===== config.mk =====
export PLATFORM = sky130hd
export DESIGN_NAME = client_registry_message_router
export DESIGN_NICKNAME = d
export VERILOG_FILES = /design/src/crmr_pkg.sv /design/src/crmr_ctrl.sv /design/src/crmr_dp.sv /design/src/client_registry_message_router.sv
export SDC_FILE = /design/constraint.sdc
export NUM_CORES = 1
export LEC_CHECK = 0
export CAP_MARGIN = 0
export CORE_MARGIN = 10
export CORE_UTILIZATION = 55
export DETAILED_ROUTE_END_ITERATION = 8
export DONT_BUFFER_PORTS = 1
export GPL_ROUTABILITY_DRIVEN = 0
export GPL_TIMING_DRIVEN = 0
export PLACE_DENSITY = 0.7
export SYNTH_ARGS = -nofsm -noshare
export SYNTH_HDL_FRONTEND = slang
export SYNTH_SLANG_ARGS = --single-unit

===== constraint.sdc =====
create_clock -name clk -period 6.1 [get_ports clk]
set_clock_uncertainty 0.15 [all_clocks]
set_input_delay 0.305 -clock clk [delete_from_list [all_inputs] [get_ports clk]]
set_output_delay 0.305 -clock clk [all_outputs]
set_load 0.05 [all_outputs]

===== src/crmr_pkg.sv =====
// Package with the item types, codes and controller types of the client registry router.
package crmr_pkg;

  localparam int unsigned READER_SLOTS_DEF = 10;
  localparam int unsigned SENDER_SLOTS_DEF = 10;

  localparam logic [10:0] READER_ID_MIN = 11'd1;
  localparam logic [10:0] READER_ID_MAX = 11'd999;
  localparam logic [10:0] SENDER_ID_MIN = 11'd1001;
  localparam logic [10:0] SENDER_ID_MAX = 11'd1998;
  localparam logic signed [11:0] DEST_LIMIT = 12'sd1000;
  localparam logic signed [11:0] DEST_BCAST = 12'sd0;
  localparam logic signed [11:0] DEST_BYE   = -12'sd1;

  localparam logic [1:0] CMD_JOIN  = 2'd0;
  localparam logic [1:0] CMD_LEAVE = 2'd1;
  localparam logic [1:0] CMD_ROUTE = 2'd2;

  localparam logic [1:0] KIND_REPLY   = 2'd0;
  localparam logic [1:0] KIND_DELIVER = 2'd1;
  localparam logic [1:0] KIND_NONE    = 2'd2;

  localparam logic [3:0] ST_OK           = 4'd0;
  localparam logic [3:0] ST_DUPLICATE    = 4'd1;
  localparam logic [3:0] ST_FULL         = 4'd2;
  localparam logic [3:0] ST_BAD_ID       = 4'd3;
  localparam logic [3:0] ST_NOT_REG      = 4'd4;
  localparam logic [3:0] ST_DEST_NOT_RD  = 4'd5;
  localparam logic [3:0] ST_SENDER_UNK   = 4'd6;
  localparam logic [3:0] ST_DEST_MISSING = 4'd7;
  localparam logic [3:0] ST_BAD_DEST     = 4'd8;

  localparam logic [1:0] RT_JOIN  = 2'd0;
  localparam logic [1:0] RT_BYE   = 2'd1;
  localparam logic [1:0] RT_ROUTE = 2'd2;

  typedef struct packed {
    logic [1:0]         cmd;
    logic [10:0]        orig_id;
    logic signed [11:0] dest_id;
    logic [9:0]         conn;
  } in_item_t;

  typedef struct packed {
    logic [1:0]         kind;
    logic [3:0]         status;
    logic [9:0]         conn_out;
    logic [1:0]         reply_type;
    logic signed [11:0] orig_out;
    logic signed [11:0] dest_out;
    logic               last;
  } out_item_t;

  typedef enum logic [1:0] {
    FSM_IDLE,
    FSM_EXEC,
    FSM_BCAST
  } fsm_state_t;

  typedef struct packed {
    logic load;
    logic exec;
    logic bstep;
  } ctrl_cmd_t;

  typedef struct packed {
    logic bcast;
    logic bdone;
  } dp_stat_t;

endpackage


===== src/crmr_ctrl.sv =====
// Controller state machine that sequences accept, table evaluation and broadcast steps.
module crmr_ctrl (
  input  logic                 clk,
  input  logic                 rst_n,
  input  logic                 start,
  output logic                 busy,
  output crmr_pkg::ctrl_cmd_t  cmd,
  input  crmr_pkg::dp_stat_t   stat
);

  crmr_pkg::fsm_state_t state_r, state_nxt;

  always_ff @(posedge clk) begin
    if (!rst_n) begin
      state_r <= crmr_pkg::FSM_IDLE;
    end else begin
      state_r <= state_nxt;
    end
  end

  always_comb begin
    state_nxt = state_r;
    cmd       = '0;
    busy      = 1'b1;
    case (state_r)
      crmr_pkg::FSM_IDLE: begin
        busy = 1'b0;
        if (start) begin
          cmd.load  = 1'b1;
          state_nxt = crmr_pkg::FSM_EXEC;
        end
      end
      crmr_pkg::FSM_EXEC: begin
        cmd.exec  = 1'b1;
        state_nxt = stat.bcast ? crmr_pkg::FSM_BCAST : crmr_pkg::FSM_IDLE;
      end
      crmr_pkg::FSM_BCAST: begin
        cmd.bstep = 1'b1;
        if (stat.bdone) begin
          state_nxt = crmr_pkg::FSM_IDLE;
        end
      end
      default: begin
        state_nxt = crmr_pkg::FSM_IDLE;
      end
    endcase
  end

endmodule


===== src/crmr_dp.sv =====
// Datapath with the client table, the parallel slot compares and the result register.
module crmr_dp #(
  parameter int unsigned READER_SLOTS = crmr_pkg::READER_SLOTS_DEF,
  parameter int unsigned SENDER_SLOTS = crmr_pkg::SENDER_SLOTS_DEF
) (
  input  logic                 clk,
  input  logic                 rst_n,
  input  crmr_pkg::in_item_t   in_item,
  input  crmr_pkg::ctrl_cmd_t  cmd,
  output crmr_pkg::dp_stat_t   stat,
  output logic                 out_valid,
  output crmr_pkg::out_item_t  out_item
);

  localparam int unsigned TOTAL = READER_SLOTS + SENDER_SLOTS;
  localparam logic [TOTAL-1:0] RD_MASK = TOTAL'((65'd1 << READER_SLOTS) - 65'd1);
  localparam logic [TOTAL-1:0] SD_MASK = ~RD_MASK;

  function automatic logic [TOTAL-1:0] lowest_all(input logic [TOTAL-1:0] v);
    return v & (~v + TOTAL'(1));
  endfunction

  function automatic logic [READER_SLOTS-1:0] lowest_rd(input logic [READER_SLOTS-1:0] v);
    return v & (~v + READER_SLOTS'(1));
  endfunction

  crmr_pkg::in_item_t  in_r;
  crmr_pkg::out_item_t out_item_r;
  logic                out_valid_r;
  logic [TOTAL-1:0]    valid_r;
  logic [10:0]         client_r [TOTAL];
  logic [9:0]          handle_r [TOTAL];
  logic [READER_SLOTS-1:0] pend_r;

  logic                is_rd, is_sd;
  logic [TOTAL-1:0]    id_hit, lv_hit, dm_hit;
  logic [TOTAL-1:0]    free_oh, lv_oh, dm_oh, sel_oh;
  logic [TOTAL-1:0]    set_oh, clr_oh;
  logic [READER_SLOTS-1:0] pend_oh, pend_rest;
  logic [9:0]          sel_handle;
  logic                bcast_go;
  crmr_pkg::out_item_t xres, bres;

  assign is_rd = in_r.orig_id inside {[crmr_pkg::READER_ID_MIN:crmr_pkg::READER_ID_MAX]};
  assign is_sd = in_r.orig_id inside {[crmr_pkg::SENDER_ID_MIN:crmr_pkg::SENDER_ID_MAX]};

  always_comb begin
    for (int i = 0; i < TOTAL; i++) begin
      id_hit[i] = valid_r[i] && (client_r[i] == in_r.orig_id);
      lv_hit[i] = id_hit[i] && (handle_r[i] == in_r.conn);
      dm_hit[i] = valid_r[i] && (client_r[i] == in_r.dest_id[10:0]);
    end
  end

  assign free_oh   = lowest_all(~valid_r & (is_rd ? RD_MASK : SD_MASK));
  assign lv_oh     = lowest_all(is_rd ? (lv_hit & RD_MASK) : (id_hit & SD_MASK));
  assign dm_oh     = lowest_all(dm_hit & RD_MASK);
  assign pend_oh   = lowest_rd(pend_r);
  assign pend_rest = pend_r & ~pend_oh;
  assign sel_oh    = cmd.bstep ? TOTAL'(pend_oh) : dm_oh;

  always_comb begin
    sel_handle = '0;
    for (int i = 0; i < TOTAL; i++) begin
      if (sel_oh[i]) begin
        sel_handle = sel_handle | handle_r[i];
      end
    end
  end

  always_comb begin
    xres     = '0;
    xres.kind = crmr_pkg::KIND_NONE;
    xres.status = crmr_pkg::ST_OK;
    xres.last = 1'b1;
    set_oh   = '0;
    clr_oh   = '0;
    bcast_go = 1'b0;
    case (in_r.cmd)
      crmr_pkg::CMD_JOIN: begin
        xres.conn_out   = in_r.conn;
        xres.reply_type = crmr_pkg::RT_JOIN;
        if (|id_hit) begin
          xres.status = crmr_pkg::ST_DUPLICATE;
        end else if (!is_rd && !is_sd) begin
          xres.status = crmr_pkg::ST_BAD_ID;
        end else if (free_oh == '0) begin
          xres.status = crmr_pkg::ST_FULL;
        end else begin
          set_oh        = free_oh;
          xres.kind     = crmr_pkg::KIND_REPLY;
          xres.orig_out = in_r.dest_id;
          xres.dest_out = {1'b0, in_r.orig_id};
        end
      end
      crmr_pkg::CMD_LEAVE: begin
        xres.kind       = crmr_pkg::KIND_REPLY;
        xres.conn_out   = in_r.conn;
        xres.reply_type = crmr_pkg::RT_BYE;
        xres.dest_out   = crmr_pkg::DEST_BYE;
        xres.status     = crmr_pkg::ST_BAD_ID;
        if (is_rd || is_sd) begin
          if (lv_oh != '0) begin
            clr_oh      = lv_oh;
            xres.status = crmr_pkg::ST_OK;
          end else begin
            xres.status = crmr_pkg::ST_NOT_REG;
          end
        end
      end
      crmr_pkg::CMD_ROUTE: begin
        xres.conn_out   = in_r.conn;
        xres.reply_type = crmr_pkg::RT_ROUTE;
        xres.orig_out   = {1'b0, in_r.orig_id};
        xres.dest_out   = in_r.dest_id;
        if (in_r.dest_id > crmr_pkg::DEST_LIMIT || in_r.dest_id[11]) begin
          xres.status = crmr_pkg::ST_DEST_NOT_RD;
        end else if ((id_hit & SD_MASK) == '0) begin
          xres.status = crmr_pkg::ST_SENDER_UNK;
        end else if (in_r.dest_id == crmr_pkg::DEST_BCAST) begin
          xres.dest_out = crmr_pkg::DEST_BCAST;
          bcast_go      = (valid_r & RD_MASK) != '0;
        end else if (in_r.dest_id == crmr_pkg::DEST_LIMIT) begin
          xres.status = crmr_pkg::ST_BAD_DEST;
        end else if (dm_oh == '0) begin
          xres.status = crmr_pkg::ST_DEST_MISSING;
        end else begin
          xres.kind     = crmr_pkg::KIND_DELIVER;
          xres.conn_out = sel_handle;
        end
      end
      default: begin
      end
    endcase
  end

  always_comb begin
    bres            = '0;
    bres.kind       = crmr_pkg::KIND_DELIVER;
    bres.status     = crmr_pkg::ST_OK;
    bres.conn_out   = sel_handle;
    bres.reply_type = crmr_pkg::RT_ROUTE;
    bres.orig_out   = {1'b0, in_r.orig_id};
    bres.dest_out   = crmr_pkg::DEST_BCAST;
    bres.last       = (pend_rest == '0);
  end

  always_ff @(posedge clk) begin
    if (!rst_n) begin
      valid_r     <= '0;
      pend_r      <= '0;
      out_valid_r <= 1'b0;
    end else begin
      out_valid_r <= (cmd.exec && !bcast_go) || cmd.bstep;
      if (cmd.exec) begin
        valid_r <= (valid_r & ~clr_oh) | set_oh;
        if (bcast_go) begin
          pend_r <= valid_r[READER_SLOTS-1:0];
        end
      end else if (cmd.bstep) begin
        pend_r <= pend_rest;
      end
    end
  end

  always_ff @(posedge clk) begin
    if (cmd.load) begin
      in_r <= in_item;
    end
    if (cmd.exec || cmd.bstep) begin
      out_item_r <= cmd.bstep ? bres : xres;
    end
    for (int i = 0; i < TOTAL; i++) begin
      if (cmd.exec && set_oh[i]) begin
        client_r[i] <= in_r.orig_id;
        handle_r[i] <= in_r.conn;
      end
    end
  end

  assign stat.bcast = bcast_go;
  assign stat.bdone = (pend_rest == '0);
  assign out_valid  = out_valid_r;
  assign out_item   = out_item_r;

endmodule


===== src/client_registry_message_router.sv =====
// Top level of the client registry and message router.
// An item is accepted when start is high and busy is low. Unless it is a broadcast route,
// its single result strobes on out_valid once the item has been registered and all table
// slots have been compared in parallel and the result register loaded. A broadcast
// route produces one result per registered reader on consecutive cycles, in slot order,
// and the block stays busy through its broadcast steps. Results cannot be held off
// and must be taken in the cycle they appear; the item's final result carries last.
module client_registry_message_router #(
  parameter int unsigned READER_SLOTS = crmr_pkg::READER_SLOTS_DEF,
  parameter int unsigned SENDER_SLOTS = crmr_pkg::SENDER_SLOTS_DEF
) (
  input  logic                 clk,
  input  logic                 rst_n,
  input  logic                 start,
  output logic                 busy,
  input  crmr_pkg::in_item_t   in_item,
  output logic                 out_valid,
  output crmr_pkg::out_item_t  out_item
);

  crmr_pkg::ctrl_cmd_t cmd;
  crmr_pkg::dp_stat_t  stat;

  crmr_ctrl u_ctrl (
    .clk   (clk),
    .rst_n (rst_n),
    .start (start),
    .busy  (busy),
    .cmd   (cmd),
    .stat  (stat)
  );

  crmr_dp #(
    .READER_SLOTS (READER_SLOTS),
    .SENDER_SLOTS (SENDER_SLOTS)
  ) u_dp (
    .clk       (clk),
    .rst_n     (rst_n),
    .in_item   (in_item),
    .cmd       (cmd),
    .stat      (stat),
    .out_valid (out_valid),
    .out_item  (out_item)
  );

  a_accept_busy: assert property (@(posedge clk) disable iff (!rst_n)
    (start && !busy) |=> busy)
    else $error("Block did not go busy after accepting an item.");

  a_out_after_busy: assert property (@(posedge clk) disable iff (!rst_n)
    out_valid |-> $past(busy))
    else $error("Result strobed without an item in progress.");

  a_last_gap: assert property (@(posedge clk) disable iff (!rst_n)
    (out_valid && out_item.last) |=> !out_valid)
    else $error("Result strobed right after the final result of an item.");

  a_not_last_idle: assert property (@(posedge clk) disable iff (!rst_n)
    (out_valid && !out_item.last) |-> busy)
    else $error("Block went idle before the final result of an item.");

endmodule

==> impl_results.md <==
- Number of synthesized flops with an enable pin: 398
- Power Density: 282.2 nW/um^2
- Total wire length: 64.18 mm
- Via/cell ratio: 6.453
- Post-synthesis sequential area ratio: 58.77%
- Netlist Area Pre-Place: 21,460 sq um
- Minimum clock period: 5.973 ns
- Die area: 47,320 sq um
- # port buffers: 0
- CTS Buf Count: 46
- Area grow syn2layout: 13.26%
- Post-layout util: 62.89%
- Critical Path Sink Type: flip-flop
- Register share of total power: 50.1%
- Crit Path Class: flip-flop to flip-flop
- Relative slew slack: 3.850%
- CTS tree: done
- Via count: 15,090
- Syn avg cell area: 12.75 sq um
- Number of max-cap violations: 0
- Layout cells sized above 1: 10.51%
- Max Clk Rate: 167.4 MHz
- Die X-Extent: 217.5 um
- Post-DP HPWL: 44.02 mm
- Switching Share: 23.70%
- Starting density of the core: 55.53%
- Status: finished, final reports clean
- Fraction of the cycle the final worst path needs: 97.92%
- Final Hold Viols: 0
- Count of final setup violators: 0
- Leak pwr: 0.007573 uW
- Setup Fix Bufs, Post-CTS: 0
- Row count: 72
- Post-placement cell area: 22,340 sq um
- Fin cells: 2,338
- Yosys synthesis warning count: 0
- Die Y: 217.5 um
- Comb power frac: 7.4%
- Switching power: 1626 uW
- Post-route ant nets: 0
- Clk buf depth: 3
- Largest net degree at the start of global routing: 44
- Startpoint types: flip-flop
- Netlist cell types: 77
- Peak supply drop: 0.0002307 V
- CP arrival: 6.10 ns
- Fin. max-slew vios: 0
- Nets@finish: 1,822
- Grt ovf: 0
- Core region area: 38,650 sq um
- Initial antenna violation count: 3
- H-Tree Depth: 2
- Clk pin slew, worst setup/hold paths: 0.06 ns
- Top_reg_cell synth: edfxtp_1
- Syn Inst Count: 1,683
- First drt pass iteration count: 6
- DP Cell Count: 2,214
- Global Route Usage Sum: 26.47%
- CTS Root Cell: clkbuf_16
- Hold Path Class: input port to flip-flop
- Clk pwr share: 42.6%
- CP required: 6.23 ns
- First-pass GRT wire length: 93.35 mm
- Clock Sinks: 431
- Async set-reset flop share out of synthesis: 0%
- Vias in the first global route: 14,570
- Final instance area: 24,300 sq um
- Int Pwr: 5234 uW
- Iter 0 DRT Violations: 2,212
- Commonest non-fill, non-tap cells in the layout: edfxtp_1, xnor2_1, nand4_1
- Commonest non-fill, non-tap cell in the layout: edfxtp_1
- Measured slew at the worst slew-check pin: 1.442 ns
- Clk_lat worst skew: 0.58 ns
- Routed len/inst: 27.45 um
- RSZ-0062 raised after global routing: false
- I/O Pins: 83
- Number of synthesized register bits: 431
- Critical path peak fanout: 21
- Syn nets: 1,724
- Drc violations: 0
critical path: stages, from the launching register on:
cell      delay, ns
edfxtp_1       1.31
buf_4          0.38
buf_6          0.23
buf_6          0.24
xnor2_1        0.10
nand4_1        0.11
nor3_1         0.12
nor4_1         0.49
nand3_1        0.42
nor3_1         0.40
and2_1         0.30
nand3_1        0.25
nor3_2         0.88
buf_8          0.24
cell type report:
| class | instances | area [sq um] |
|---|---|---|
| repair buffers | 50 | 544.3 |
| clock buffers | 51 | 1191 |
| clock inverters | 34 | 374.1 |
| flip-flops and latches | 431 | 12610 |
| inverters | 17 | 63.81 |
| multi-input cells | 1130 | 8200 |
| diodes | 2 | 5.005 |
| plain buffers | 105 | 665.6 |
| fillers | 2872 | 14340 |
| well taps | 518 | 648.1 |
metal layers:
layer | part of all wire [%] | track usage [%] | up-vias | routed length (um)
met2 | 43 | 38.08 | 1000 | 27360
li1 | - | - | 6486 | -
met3 | 13 | 7.906 | 145 | 8619
met4 | 3.3 | 9.718 | 0 | 2089
met1 | 41 | 37.18 | 7456 | 26110
met5 | 0 | 0 | - | 0
registers in the layout, summed over array words and instances (netlist names):
name / flops
u_dp.valid_r: 20
u_dp.out_item: 43
u_dp.in_r: 24
u_dp.bres: 11
u_dp.handle_r: 100
u_dp.pend_r: 10
u_dp.client_r: 220
u_ctrl.state_r: 2
u_dp.out_valid: 1
path summary, 6_finish.rpt:
| kind | startpoint | end | slack, ns | depth (start not counted) |
|---|---|---|---|---|
| max | u_dp.bres[18] | u_dp.handle_r[0][33] | 0.13 | 13 |
| min | rst_n | u_dp.pend_r[2] | 0.10 | 3 |
| max reg2reg | u_dp.bres[18] | u_dp.handle_r[0][33] | 0.13 | 13 |
| min reg2reg | u_dp.valid_r[10] | u_dp.valid_r[10] | 0.43 | 2 |
cells by family after synthesis:
| family | Yosys count | synth area share [%] |
|---|---|---|
| AO/OA/AOI/OAI | 216 | 7.632 |
| XOR/XNOR | 430 | 17.55 |
| adder cells (fa/ha/maj) | 5 | 0.2682 |
| buffers and inverters | 122 | 3.399 |
| flip-flops | 431 | 58.77 |
| multiplexers | 10 | 0.4665 |
| AND/OR/NAND/NOR | 469 | 11.91 |
power by group through the flow:
stage,clock network [uW],registers (uW),logic (uW)
final,2920,3440,504
after global routing,3060,3440,532
after CTS,2930,3430,492
after detailed placement,0,3500,470
after global placement,0,3500,457
after floorplan,0,3450,344
repair_timing:
item	4_1_cts	5_1_grt
gates resized for setup	0	0
endpoints found under the hold margin	44	0
hold buffers	37	0
through the flow:
step | total power (uW) | hold WS (ns) | setup TNS [ns] | worst slack [ns]
after floorplan | 3789 | 0.2539 | 0 | 1.581
after global placement | 3952 | 0.2540 | -72.04 | -0.7997
after detailed placement | 3967 | 0.2540 | 0 | 0.2061
after CTS | 6861 | 0.03635 | 0 | 0.1261
after global routing | 7030 | 0.08099 | 0 | 0.04837
final | 6860 | 0.1035 | 0 | 0.1269
cell usage after synthesis (11+ instances only):
master	count	area (sq um)
xor2_1	48	420.4
xnor2_1	382	3346
nand3_1	34	170.2
a21oi_1	45	225.2
nor2_1	84	315.3
o21a_1	12	90.09
nor3_1	56	280.3
a32o_1	11	110.1
a221oi_1	21	183.9
buf_2	28	140.1
nand4_1	125	782.0
buf_6	25	281.5
nand2_1	73	274.0
nor4_1	22	137.6
o21ai_0	22	110.1
clkbuf_1	35	131.4
buf_4	13	97.59
a22o_1	30	262.8
edfxtp_1	398	11950
inv_1	16	60.06
a221o_1	18	180.2
dfxtp_1	33	660.6
(Power assumes the default switching activity.)
